<file path="src/hw/rtl/intfmt_pkg.sv">
`default_nettype none

package intfmt_pkg;

    localparam int DEFAULT_MAX_DIGITS = 22;
    localparam int VALUE_W = 64;
    localparam int FIELD_MAX = 64;
    localparam int FIELD_W = 7;
    localparam int CHAR_W = 7;

    localparam logic [1:0] MODE_OCT = 2'd0;
    localparam logic [1:0] MODE_DEC = 2'd1;
    localparam logic [1:0] MODE_HEX = 2'd2;

    typedef enum logic [1:0] {
        SIGN_NONE,
        SIGN_PLUS,
        SIGN_BLANK,
        SIGN_MINUS
    } sign_code_t;

    localparam logic [CHAR_W-1:0] CH_BLANK = 7'h20;
    localparam logic [CHAR_W-1:0] CH_PLUS = 7'h2B;
    localparam logic [CHAR_W-1:0] CH_MINUS = 7'h2D;
    localparam logic [CHAR_W-1:0] CH_ZERO = 7'h30;
    localparam logic [CHAR_W-1:0] CH_UPPER_A = 7'h41;
    localparam logic [CHAR_W-1:0] CH_LOWER_A = 7'h61;
    localparam logic [CHAR_W-1:0] CH_UPPER_X = 7'h58;
    localparam logic [CHAR_W-1:0] CH_LOWER_X = 7'h78;

    function automatic logic [CHAR_W-1:0] digit_char(input logic [3:0] d, input logic upper);
        logic [CHAR_W-1:0] base_ch;
        begin
            base_ch = upper ? CH_UPPER_A : CH_LOWER_A;
            if (d < 4'd10)
            begin
                digit_char = CH_ZERO + {3'd0, d};
            end
            else
            begin
                digit_char = base_ch + {3'd0, d} - 7'd10;
            end
        end
    endfunction

    function automatic logic [CHAR_W-1:0] sign_glyph(input sign_code_t code);
        begin
            unique case (code)
                SIGN_PLUS:  sign_glyph = CH_PLUS;
                SIGN_BLANK: sign_glyph = CH_BLANK;
                SIGN_MINUS: sign_glyph = CH_MINUS;
                default:    sign_glyph = CH_BLANK;
            endcase
        end
    endfunction

endpackage

`default_nettype wire

</file>
<file path="src/hw/rtl/integer_field_formatter.sv">
// Integer field formatter: prints one 64-bit value as a padded ASCII field.
// Input items arrive on in_valid/in_ready with the value and its format flags;
// characters leave on out_valid/out_ready, with last set on the final
// character of the field. A field holds at most 64 characters.
// The cfg_wen/cfg_wdata port writes the truncate-to-32 mode; write it only
// while the block is idle.
// Decimal values go through a shift-and-add-3 converter, one value bit per
// cycle. Octal and hex digits load directly from the value. A digit register
// then shifts out leading zeros, keeping at least one digit. After that the
// sequencer emits one character per cycle while the receiver takes them.
// The leading pad, sign, prefix, zero pad and trailing pad steps are passed
// through even when they have nothing to print. The block accepts one item
// at a time; in_ready returns high in the cycle after the last character
// has been loaded into the output register.
// When the receiver stalls, the output register holds its character and the
// sequencer waits. Reset empties the output register, returns the sequencer
// to idle and clears the truncate mode.
`default_nettype none

module integer_field_formatter #(
    parameter int MAX_DIGITS = intfmt_pkg::DEFAULT_MAX_DIGITS
) (
    input  wire logic                            clk,
    input  wire logic                            rst_n,
    input  wire logic                            cfg_wen,
    input  wire logic                            cfg_wdata,
    input  wire logic                            in_valid,
    output logic                                 in_ready,
    input  wire logic [intfmt_pkg::VALUE_W-1:0]  value,
    input  wire logic [1:0]                      mode,
    input  wire logic                            uppercase,
    input  wire logic [1:0]                      sign_code,
    input  wire logic                            alt_form,
    input  wire logic                            left_adjust,
    input  wire logic                            zero_pad,
    input  wire logic [intfmt_pkg::FIELD_W-1:0]  width,
    output logic                                 out_valid,
    input  wire logic                            out_ready,
    output logic [intfmt_pkg::CHAR_W-1:0]        out_char,
    output logic                                 last
);

    localparam int DIG_BITS = 4 * MAX_DIGITS;
    localparam int NDIG_W = $clog2(MAX_DIGITS + 1);
    localparam int OCT_BITS = 3 * MAX_DIGITS;
    localparam int HEX_BITS = 4 * MAX_DIGITS;
    localparam int VW = intfmt_pkg::VALUE_W;
    localparam int FW = intfmt_pkg::FIELD_W;
    localparam int CW = intfmt_pkg::CHAR_W;

    typedef enum logic [3:0] {
        ST_IDLE,
        ST_CONV,
        ST_SCAN,
        ST_PADL,
        ST_SIGN,
        ST_PRE0,
        ST_PREX,
        ST_ZPAD,
        ST_DIGS,
        ST_PADR
    } state_t;

    state_t                 state_reg, state_next;
    logic [DIG_BITS-1:0]    dig_reg, dig_next;
    logic [VW-1:0]          bin_reg, bin_next;
    logic                   ovf_reg, ovf_next;
    logic [NDIG_W-1:0]      ndig_reg, ndig_next;
    logic [FW-1:0]          cnt_reg, cnt_next;
    logic [FW-1:0]          rem_reg, rem_next;
    logic [FW-1:0]          width_reg, width_next;
    logic                   upper_reg, upper_next;
    intfmt_pkg::sign_code_t sign_reg, sign_next;
    logic [1:0]             plen_reg, plen_next;
    logic                   ladj_reg, ladj_next;
    logic                   zpad_reg, zpad_next;
    logic                   trunc_reg, trunc_next;
    logic                   out_valid_reg, out_valid_next;
    logic [CW-1:0]          out_char_reg, out_char_next;
    logic                   out_last_reg, out_last_next;

    logic [VW-1:0]          val_ext;
    logic [DIG_BITS-1:0]    oct_digs;
    logic [DIG_BITS-1:0]    hex_digs;
    logic [DIG_BITS-1:0]    bcd_adj;
    logic                   oct_ovf;
    logic                   hex_ovf;
    logic [3:0]             top_dig;
    logic [FW-1:0]          content;
    logic                   out_free;
    logic                   emit_en;
    logic [CW-1:0]          emit_char;
    logic                   in_accept;

    assign in_ready = (state_reg == ST_IDLE);
    assign in_accept = in_valid && in_ready;
    assign out_valid = out_valid_reg;
    assign out_char = out_char_reg;
    assign last = out_last_reg;
    assign out_free = !out_valid_reg || out_ready;
    assign top_dig = dig_reg[DIG_BITS-1 -: 4];

    assign val_ext = trunc_reg ? {{(VW - 32){value[31]}}, value[31:0]} : value;

    always_comb
    begin
        oct_ovf = 1'b0;
        hex_ovf = 1'b0;
        for (int i = 0; i < MAX_DIGITS; i++)
        begin
            oct_digs[4*i +: 4] = {1'b0, 3'(val_ext >> (3 * i))};
            hex_digs[4*i +: 4] = 4'(val_ext >> (4 * i));
            bcd_adj[4*i +: 4] = (dig_reg[4*i +: 4] >= 4'd5) ?
                                (dig_reg[4*i +: 4] + 4'd3) : dig_reg[4*i +: 4];
        end
        for (int b = 0; b < VW; b++)
        begin
            if (b >= OCT_BITS)
            begin
                oct_ovf = oct_ovf | val_ext[b];
            end
            if (b >= HEX_BITS)
            begin
                hex_ovf = hex_ovf | val_ext[b];
            end
        end
    end

    assign content = FW'(ndig_reg) + FW'(plen_reg)
                   + ((sign_reg != intfmt_pkg::SIGN_NONE) ? FW'(1) : FW'(0));

    always_comb
    begin
        state_next = state_reg;
        dig_next = dig_reg;
        bin_next = bin_reg;
        ovf_next = ovf_reg;
        ndig_next = ndig_reg;
        cnt_next = cnt_reg;
        rem_next = rem_reg;
        width_next = width_reg;
        upper_next = upper_reg;
        sign_next = sign_reg;
        plen_next = plen_reg;
        ladj_next = ladj_reg;
        zpad_next = zpad_reg;
        trunc_next = cfg_wen ? cfg_wdata : trunc_reg;
        out_valid_next = out_valid_reg && !out_ready;
        out_char_next = out_char_reg;
        out_last_next = out_last_reg;
        emit_en = 1'b0;
        emit_char = intfmt_pkg::CH_BLANK;

        unique case (state_reg)
            ST_IDLE:
            begin
                if (in_accept)
                begin
                    upper_next = uppercase;
                    sign_next = intfmt_pkg::sign_code_t'(sign_code);
                    ladj_next = left_adjust;
                    zpad_next = zero_pad;
                    width_next = (width > FW'(intfmt_pkg::FIELD_MAX)) ?
                                 FW'(intfmt_pkg::FIELD_MAX) : width;
                    ndig_next = NDIG_W'(MAX_DIGITS);
                    bin_next = val_ext;
                    rem_next = '0;
                    plen_next = 2'd0;
                    if (alt_form && (val_ext != '0))
                    begin
                        if (mode == intfmt_pkg::MODE_OCT)
                        begin
                            plen_next = 2'd1;
                        end
                        else if (mode != intfmt_pkg::MODE_DEC)
                        begin
                            plen_next = 2'd2;
                        end
                    end
                    if (mode == intfmt_pkg::MODE_DEC)
                    begin
                        dig_next = '0;
                        ovf_next = 1'b0;
                        cnt_next = FW'(VW - 1);
                        state_next = ST_CONV;
                    end
                    else if (mode == intfmt_pkg::MODE_OCT)
                    begin
                        dig_next = oct_digs;
                        ovf_next = oct_ovf;
                        state_next = ST_SCAN;
                    end
                    else
                    begin
                        dig_next = hex_digs;
                        ovf_next = hex_ovf;
                        state_next = ST_SCAN;
                    end
                end
            end
            ST_CONV:
            begin
                dig_next = {bcd_adj[DIG_BITS-2:0], bin_reg[VW-1]};
                bin_next = {bin_reg[VW-2:0], 1'b0};
                ovf_next = ovf_reg | bcd_adj[DIG_BITS-1];
                cnt_next = cnt_reg - FW'(1);
                if (cnt_reg == '0)
                begin
                    state_next = ST_SCAN;
                end
            end
            ST_SCAN:
            begin
                if (ovf_reg || (ndig_reg == NDIG_W'(1)) || (top_dig != 4'd0))
                begin
                    if (width_reg > content)
                    begin
                        cnt_next = width_reg - content;
                        rem_next = width_reg;
                    end
                    else
                    begin
                        cnt_next = '0;
                        rem_next = content;
                    end
                    state_next = ST_PADL;
                end
                else
                begin
                    dig_next = {dig_reg[DIG_BITS-5:0], 4'd0};
                    ndig_next = ndig_reg - NDIG_W'(1);
                end
            end
            ST_PADL:
            begin
                if (!zpad_reg && !ladj_reg && (cnt_reg != '0))
                begin
                    if (out_free)
                    begin
                        emit_en = 1'b1;
                        emit_char = intfmt_pkg::CH_BLANK;
                        cnt_next = cnt_reg - FW'(1);
                    end
                end
                else
                begin
                    state_next = ST_SIGN;
                end
            end
            ST_SIGN:
            begin
                if (sign_reg != intfmt_pkg::SIGN_NONE)
                begin
                    if (out_free)
                    begin
                        emit_en = 1'b1;
                        emit_char = intfmt_pkg::sign_glyph(sign_reg);
                        state_next = ST_PRE0;
                    end
                end
                else
                begin
                    state_next = ST_PRE0;
                end
            end
            ST_PRE0:
            begin
                if (plen_reg != 2'd0)
                begin
                    if (out_free)
                    begin
                        emit_en = 1'b1;
                        emit_char = intfmt_pkg::CH_ZERO;
                        state_next = ST_PREX;
                    end
                end
                else
                begin
                    state_next = ST_PREX;
                end
            end
            ST_PREX:
            begin
                if (plen_reg == 2'd2)
                begin
                    if (out_free)
                    begin
                        emit_en = 1'b1;
                        emit_char = upper_reg ? intfmt_pkg::CH_UPPER_X : intfmt_pkg::CH_LOWER_X;
                        state_next = ST_ZPAD;
                    end
                end
                else
                begin
                    state_next = ST_ZPAD;
                end
            end
            ST_ZPAD:
            begin
                if (zpad_reg && (cnt_reg != '0))
                begin
                    if (out_free)
                    begin
                        emit_en = 1'b1;
                        emit_char = intfmt_pkg::CH_ZERO;
                        cnt_next = cnt_reg - FW'(1);
                    end
                end
                else
                begin
                    state_next = ST_DIGS;
                end
            end
            ST_DIGS:
            begin
                if (out_free)
                begin
                    emit_en = 1'b1;
                    emit_char = intfmt_pkg::digit_char(top_dig, upper_reg);
                    dig_next = {dig_reg[DIG_BITS-5:0], 4'd0};
                    ndig_next = ndig_reg - NDIG_W'(1);
                    if (ndig_reg == NDIG_W'(1))
                    begin
                        state_next = ST_PADR;
                    end
                end
            end
            ST_PADR:
            begin
                if (ladj_reg && !zpad_reg && (cnt_reg != '0))
                begin
                    if (out_free)
                    begin
                        emit_en = 1'b1;
                        emit_char = intfmt_pkg::CH_BLANK;
                        cnt_next = cnt_reg - FW'(1);
                    end
                end
                else
                begin
                    state_next = ST_IDLE;
                end
            end
            default:
            begin
                state_next = ST_IDLE;
            end
        endcase

        if (emit_en)
        begin
            out_valid_next = 1'b1;
            out_char_next = emit_char;
            out_last_next = (rem_reg == FW'(1));
            rem_next = rem_reg - FW'(1);
        end
    end

    always_ff @(posedge clk or negedge rst_n)
    begin
        if (!rst_n)
        begin
            state_reg <= ST_IDLE;
            trunc_reg <= 1'b0;
            out_valid_reg <= 1'b0;
            rem_reg <= '0;
            ndig_reg <= NDIG_W'(1);
        end
        else
        begin
            state_reg <= state_next;
            trunc_reg <= trunc_next;
            out_valid_reg <= out_valid_next;
            rem_reg <= rem_next;
            ndig_reg <= ndig_next;
        end
    end

    always_ff @(posedge clk)
    begin
        dig_reg <= dig_next;
        bin_reg <= bin_next;
        ovf_reg <= ovf_next;
        cnt_reg <= cnt_next;
        width_reg <= width_next;
        upper_reg <= upper_next;
        sign_reg <= sign_next;
        plen_reg <= plen_next;
        ladj_reg <= ladj_next;
        zpad_reg <= zpad_next;
        out_char_reg <= out_char_next;
        out_last_reg <= out_last_next;
    end

    // The block never takes two items back to back.
    a_busy_after_accept: assert property (@(posedge clk) disable iff (!rst_n)
        in_accept |=> !in_ready)
        else $error("input accepted while an item was still in work");

    // Every emitted character is one of the field's counted characters.
    a_emit_counted: assert property (@(posedge clk) disable iff (!rst_n)
        emit_en |-> (rem_reg != '0))
        else $error("character emitted beyond the field length");

    // A field is finished only when all of its characters have been emitted.
    a_idle_drained: assert property (@(posedge clk) disable iff (!rst_n)
        (state_reg == ST_IDLE) |-> (rem_reg == '0))
        else $error("sequencer returned to idle with characters left");

    // The digit count never runs out before the digits are emitted.
    a_ndig_nonzero: assert property (@(posedge clk) disable iff (!rst_n)
        (state_reg == ST_DIGS) |-> (ndig_reg != '0))
        else $error("digit count reached zero while emitting digits");

endmodule

`default_nettype wire

</file>
<file path="config.mk">
export PLATFORM = sky130hd
export DESIGN_NAME = integer_field_formatter
export DESIGN_NICKNAME = d
export VERILOG_FILES = /design/src/hw/rtl/intfmt_pkg.sv /design/src/hw/rtl/integer_field_formatter.sv
export SDC_FILE = /design/constraint.sdc
export NUM_CORES = 1
export LEC_CHECK = 0
export ABC_CLOCK_PERIOD_IN_PS = 5000
export BUFFER_PORTS_ARGS = -buffer_cell sky130_fd_sc_hd__buf_4
export CORE_MARGIN = 2
export CORE_UTILIZATION = 35
export DETAILED_ROUTE_END_ITERATION = 10
export GPL_TIMING_DRIVEN = 0
export REMOVE_ABC_BUFFERS = 1
export SLEW_MARGIN = 40
export SYNTH_ARGS = -nofsm -noshare
export SYNTH_HDL_FRONTEND = slang
export SYNTH_SLANG_ARGS = --single-unit
</file>
<file path="constraint.sdc">
create_clock -name clk -period 5 [get_ports clk]
set_input_delay 1 -clock clk [delete_from_list [all_inputs] [get_ports clk]]
set_output_delay 1 -clock clk [all_outputs]
set_load 0.02 [all_outputs]
</file>
==> impl_metrics.env, run 1 <==
export IMPL_finalClockSkew_ns=0.0168
export IMPL_postRouteAntennaNets=0
export IMPL_status="complete, no violations"
export IMPL_ys_flop_type="edfxtp_1"
export IMPL_crit_path_start_kind="flop"
export IMPL_fin_crit_ns=4.03
export IMPL_cts_buffers=17
export IMPL_rows=69
export IMPL_cts_root_buf="clkbuf_16"
export IMPL_clk_path_buf_depth=2
export IMPL_die_x_um=194
export IMPL_die_area_um2=37500
export IMPL_vias_per_cell=5.56
export IMPL_drc_errors=0
export IMPL_ys_warn_count=0
export IMPL_n_fill_cell=3479
export IMPL_htreeDepth=4
export IMPL_first_pass_iters=5
export IMPL_crit_required_ns=5.36
export IMPL_final_common_cell="nand2_1"
export IMPL_hold_class="in2async"
export IMPL_boundaryPins=95
export IMPL_synth_edf_count=182
export IMPL_path_max_fanout=11
export IMPL_wl_per_cell_um=18.1
export IMPL_post_cts_buffers=0
export IMPL_rr_startpoint="sign_reg[1]"
export IMPL_syn2layout_area_growth_pct=15.3
export IMPL_ys_ff_latch=200
export IMPL_peakVddDrop_uv=306
export IMPL_synth_cell_types=64
export IMPL_dpl_hpwl_mm=24.6
export IMPL_synthArstFlopShare_pct=9.00
export IMPL_clk_pin_slew_ns=0.08
export IMPL_arrival_ns=4.39
export IMPL_drt_initial_drc_count=1065
export IMPL_p_leak_nw=5.43
export IMPL_crit_type="reg2reg"
export IMPL_dpl_cell_area_um2=13900
export IMPL_powerDensity_nw_per_um2=650
export IMPL_die_h_um=194
export IMPL_mostFrequentLayoutCells="nand2_1 (236), edfxtp_1 (182), a21oi_1 (156)"
export IMPL_tightest_slew_ns=0.807
export IMPL_synth_seq_area_share_pct=47.1
export IMPL_start_util_pct=35.4
export IMPL_r2r_setup_slack_ns=0.97
export IMPL_startpoint="sign_reg[1]"
export IMPL_grt_pass1_vias=10100
export IMPL_max_cap_violations=0
export IMPL_grt_max_degree=52
export IMPL_grt_busiest_layer="met2"
export IMPL_rr_worst_depth=11
export IMPL_via_count=10600
export IMPL_clkSinkCount=200
export IMPL_finish_instance_area_um2=14500
export IMPL_setup_violations=0
export IMPL_reg2reg_to="rem_reg[5]"
export IMPL_finalMaxSlewViolations=0
export IMPL_period_share_pct=80.6
export IMPL_largest_reg_flops=88
export IMPL_grt_pass1_wl_mm=55.5
export IMPL_nets=1570
export IMPL_grt_overflow=0
export IMPL_port_buffers=94
export IMPL_met1_usage_pct=25.3
export IMPL_syn_area_per_cell_um2=9.25
export IMPL_grt_antenna_before_repair=1
export IMPL_cts_tree="built"
export IMPL_endpoint_kind="flop"
export IMPL_syn_inst=1359
export IMPL_clk_latency_ns=0.45
export IMPL_routabilityCongestion=0.876
export IMPL_endpoint="rem_reg[5]"
export IMPL_grt_util_all_layers_pct=18.4
export IMPL_cts_resized=0
export IMPL_drive_above_1_share_pct=11.9
export IMPL_met2_usage_pct=29.5
export IMPL_postCtsHoldBufs=0
export IMPL_fmax_mhz=248
export IMPL_wl_mm=34.4
export IMPL_use_met3_pct=3.50
export IMPL_slew_headroom_pct=46.0
export IMPL_coreArea_um2=35500
export IMPL_synth_area_um2=12600
export IMPL_hold_viol=0
export IMPL_rsz0062_at_grt="false"
export IMPL_final_core_util_pct=40.8
-- power by group --
group | internal, mW | switching (mW) | total (mW)
Sequential | 2.93 | 0.685 | 3.62
Clock | 0.714 | 0.683 | 1.40
Combinational | 1.75 | 2.65 | 4.40
Total | 5.40 | 4.02 | 9.42
-- layer usage --
layer | part of all wire (%) | vias up
met5 | 0 | -
met4 | 2.3 | 0
met3 | 5.8 | 48
met2 | 47 | 344
met1 | 45 | 5064
li1 | - | 5109
-- cell usage after synthesis, types with 3 or more instances --
master	instances	area, um^2
mux2_2	3	33.8
a21boi_0	6	45.0
xnor2_1	33	289
or2_2	3	18.8
nand4_1	4	25.0
buf_2	4	20.0
ha_1	58	726
a21o_1	4	30.0
nor3b_1	27	203
a21oi_1	156	781
a211oi_1	14	105
a222oi_1	15	150
nor4_1	22	138
nor4b_1	5	43.8
o221ai_1	24	210
nor3_1	29	145
o21ai_0	102	510
inv_1	67	251
a221o_1	12	120
a22oi_1	17	128
fa_1	3	60.1
a31oi_1	4	25.0
or4_1	3	22.5
and2_1	7	43.8
edfxtp_1	182	5470
xor2_1	12	105
o211ai_1	8	60.1
a221oi_1	9	78.8
dfrtp_1	17	425
o31ai_1	3	22.5
nand2_1	239	897
nand2b_1	32	200
nand3_1	15	75.1
nor2b_1	29	181
nor2_1	87	327
o311ai_0	4	35.0
clkbuf_1	48	180
buf_1	15	56.3
-- critical path: stages (launching register included) --
cell	delay [ns]
edfxtp_1	0.45
or2_2	0.33
fa_1	0.39
inv_1	0.08
fa_1	0.48
ha_1	0.32
nor2b_1	0.16
o31a_1	0.28
o21ai_1	0.61
mux2_2	0.44
or3_1	0.31
o211ai_1	0.08
-- kinds of logic after synthesis --
family | Yosys count | share of synthesized area (%)
DFF | 200 | 47.1
adders and majority gates | 61 | 6.25
muxes | 5 | 0.428
xor gates and xnor gates | 45 | 3.13
and+or+nand+nor | 513 | 19.2
buffers and inverters | 135 | 4.13
AOI/OAI and AO/OA | 400 | 19.8
-- how the worst min path moves through the flow --
stage | slack [ns] | end | cells after the start | start
global placement | 0.49 | bin_reg[23] | 2 | bin_reg[22]
floorplan | 0.48 | bin_reg[10] | 2 | bin_reg[9]
CTS | 0.42 | trunc_reg | 1 | rst_n
finish | 0.43 | trunc_reg | 1 | rst_n
global route | 0.42 | trunc_reg | 1 | rst_n
detailed placement | 0.50 | bin_reg[24] | 2 | bin_reg[23]
-- per-stage QoR --
stage | power (mW) | cells | TNS [ns] | hold WS, ns | setup slack [ns]
6_report | 9.42 | 1899 | 0 | 0.429 | 0.972
3_5_place_dp | 8.01 | 1866 | 0 | 0.496 | 1.01
4_1_cts | 9.43 | 1898 | 0 | 0.420 | 0.979
5_1_grt | 10.2 | 1898 | 0 | 0.424 | 0.845
3_3_place_gp | 7.87 | 1846 | -1091.84 | 0.493 | -5.92
2_1_floorplan | 6.61 | 1291 | -210.51 | 0.484 | -1.64
-- cell type report --
class | instances | area (um^2) | area share [%]
clock buffers | 18 | 439 | 3.03
flip-flops and latches | 200 | 5920 | 40.8
diodes | 1 | 2.50 | 0.0173
multi-input cells | 1024 | 6190 | 42.7
well taps | 461 | 577 | 3.98
repair buffers | 114 | 976 | 6.73
inverters | 67 | 251 | 1.74
clock inverters | 14 | 138 | 0.950
No activity file was read; power rests on OpenSTA's default activity.
==> run 2, diff against run 1 <==
- ABC_CLOCK_PERIOD_IN_PS: 5000 -> 3800
- clock period: 5 -> 3.8 ns (I/O delays scaled with it)
==> impl_metrics.env, run 2 (synthesis results as in run 1) <==
export IMPL_drt_initial_drc_count=1016
export IMPL_grt_antenna_before_repair=1
export IMPL_postCtsHoldBufs=0
export IMPL_cts_root_buf="clkbuf_16"
export IMPL_postRouteAntennaNets=0
export IMPL_via_count=10600
export IMPL_critPathMaxStageDelay_ns=0.49
export IMPL_rsz0062_at_grt="true"
export IMPL_vias_per_cell=5.59
export IMPL_tightest_slew_ns=0.815
export IMPL_wl_met3_mm=2.07
export IMPL_mostFrequentLayoutCells="nand2_1 (236), edfxtp_1 (182), a21oi_1 (156)"
export IMPL_wl_met2_mm=16.1
export IMPL_cts_tree="built"
export IMPL_highest_layer="met4"
export IMPL_htreeDepth=4
export IMPL_wl_met1_mm=15.4
export IMPL_hold_viol=0
export IMPL_grt_pass1_vias=10100
export IMPL_crit_slowest_cell="fa_1"
export IMPL_die_h_um=194
export IMPL_endpoint_kind="flop"
export IMPL_grt_pass1_wl_mm=55.5
export IMPL_crit_top_cell="fa_1"
export IMPL_crit_path_start_kind="flop"
export IMPL_fmax_mhz=271
export IMPL_drive_above_1_share_pct=12.0
export IMPL_arrival_ns=4.06
export IMPL_dp_slack_ns=-0.190
export IMPL_die_area_um2=37500
export IMPL_period_share_pct=97.2
export IMPL_boundaryPins=95
export IMPL_largest_reg_flops=88
export IMPL_cts_buffers=17
export IMPL_clk_path_buf_depth=2
export IMPL_peakVddDrop_uv=403
export IMPL_crit_required_ns=4.16
export IMPL_clk_latency_ns=0.45
export IMPL_max_cap_violations=0
export IMPL_setup_violations=0
export IMPL_grt_max_degree=52
export IMPL_start_util_pct=35.4
export IMPL_wl_per_cell_um=18.1
export IMPL_die_x_um=194
export IMPL_status="complete, no violations"
export IMPL_first_pass_iters=6
export IMPL_n_fill_cell=3478
export IMPL_powerDensity_nw_per_um2=856
export IMPL_final_common_cell="nand2_1"
export IMPL_coreArea_um2=35500
export IMPL_grt_overflow=0
export IMPL_rows=69
export IMPL_slew_headroom_pct=45.4
export IMPL_clk_pin_slew_ns=0.08
export IMPL_drc_errors=0
export IMPL_final_core_util_pct=40.9
export IMPL_crit_type="reg2reg"
export IMPL_finalMaxSlewViolations=0
export IMPL_setup_ws_ns=0.105
export IMPL_syn2layout_area_growth_pct=15.3
export IMPL_routabilityCongestion=0.876
export IMPL_fin_hold_ws_ns=0.188
export IMPL_fin_crit_ns=3.70
export IMPL_nets=1570
export IMPL_grt_util_all_layers_pct=18.4
export IMPL_hold_class="in2async"
export IMPL_clkSinkCount=200
export IMPL_path_max_fanout=11
export IMPL_finalClockSkew_ns=0.0166
export IMPL_cp_cell_sequence="or2_2, fa_1, inv_1, fa_1, ha_1, nor2b_1, o31a_1, o21ai_4, mux2_2, or3_1, o211ai_1"
export IMPL_wl_mm=34.3
export IMPL_p_leak_nw=5.44
export IMPL_port_buffers=94
export IMPL_dpl_hpwl_mm=24.6
-- run 2: changes by cell type in the layout (fill, tap and decap cells not counted) --
cell     change
o21ai_4      +1
o21ai_0      -1
-- run 2: through the flow --
step,power (mW),TNS (ns),cell area [um^2],instances
2_1_floorplan,8.70,-461.90,12300,1291
3_3_place_gp,10.4,-1461.40,13600,1846
3_5_place_dp,10.5,-0.190,13900,1866
4_1_cts,12.4,0,14500,1898
5_1_grt,13.4,-0.0233,14500,1898
6_report,12.4,0,14500,1899
-- run 2: worst paths after layout --
kind	start	to	slack [ns]	cells after the start
setup / recovery	sign_reg[1]	rem_reg[5]	0.10	11
hold / removal	rst_n	trunc_reg	0.19	1
setup reg to reg	sign_reg[1]	rem_reg[5]	0.10	11
hold reg to reg	bin_reg[9]	bin_reg[10]	0.51	2
max in group asynchronous	rst_n	ndig_reg[0]	3.34	1
min in group clk	sign_code[1]	sign_reg[1]	0.49	1
-- run 2: where the power goes --
| part | total [mW] | switching (mW) | internal [mW] |
|---|---|---|---|
| combinational | 5.81 | 3.50 | 2.31 |
| clock | 1.84 | 0.897 | 0.939 |
| sequential | 4.76 | 0.901 | 3.86 |
| total | 12.4 | 5.30 | 7.11 |
-- run 2: area by class of cell --
type / count / area, um^2 / area share, %
Antenna cell: 1 / 2.50 / 0.0173
Clock buffer: 18 / 439 / 3.03
Clock inverter: 14 / 138 / 0.949
Inverter: 67 / 251 / 1.73
Multi-Input combinational cell: 1024 / 6200 / 42.8
Sequential cell: 200 / 5920 / 40.8
Tap cell: 461 / 577 / 3.98
Timing Repair Buffer: 114 / 976 / 6.73
-- run 2: critical path: cells and delay by family, from the launching register on --
kind / cells / cell delay [ns]
flip-flops: 1 / 0.45
AND/OR/NAND/NOR: 3 / 0.80
multiplexers: 1 / 0.40
adder cells (fa/ha/maj): 3 / 1.21
buffers and inverters: 1 / 0.09
AO/OA/AOI/OAI: 3 / 0.67
-- run 2: layer usage --
metal,up-vias,GRT usage [%]
met3,50,3.50
met5,-,0
met4,0,5.40
li1,5120,-
met2,367,29.5
met1,5071,25.2
-- run 2: repair_timing --
item,in CTS,in global routing
pin swaps,0,1
buffers inserted,0,0
endpoints found under the hold margin,0,0
gates resized for setup,2,1
setup endpoints to repair,1,3
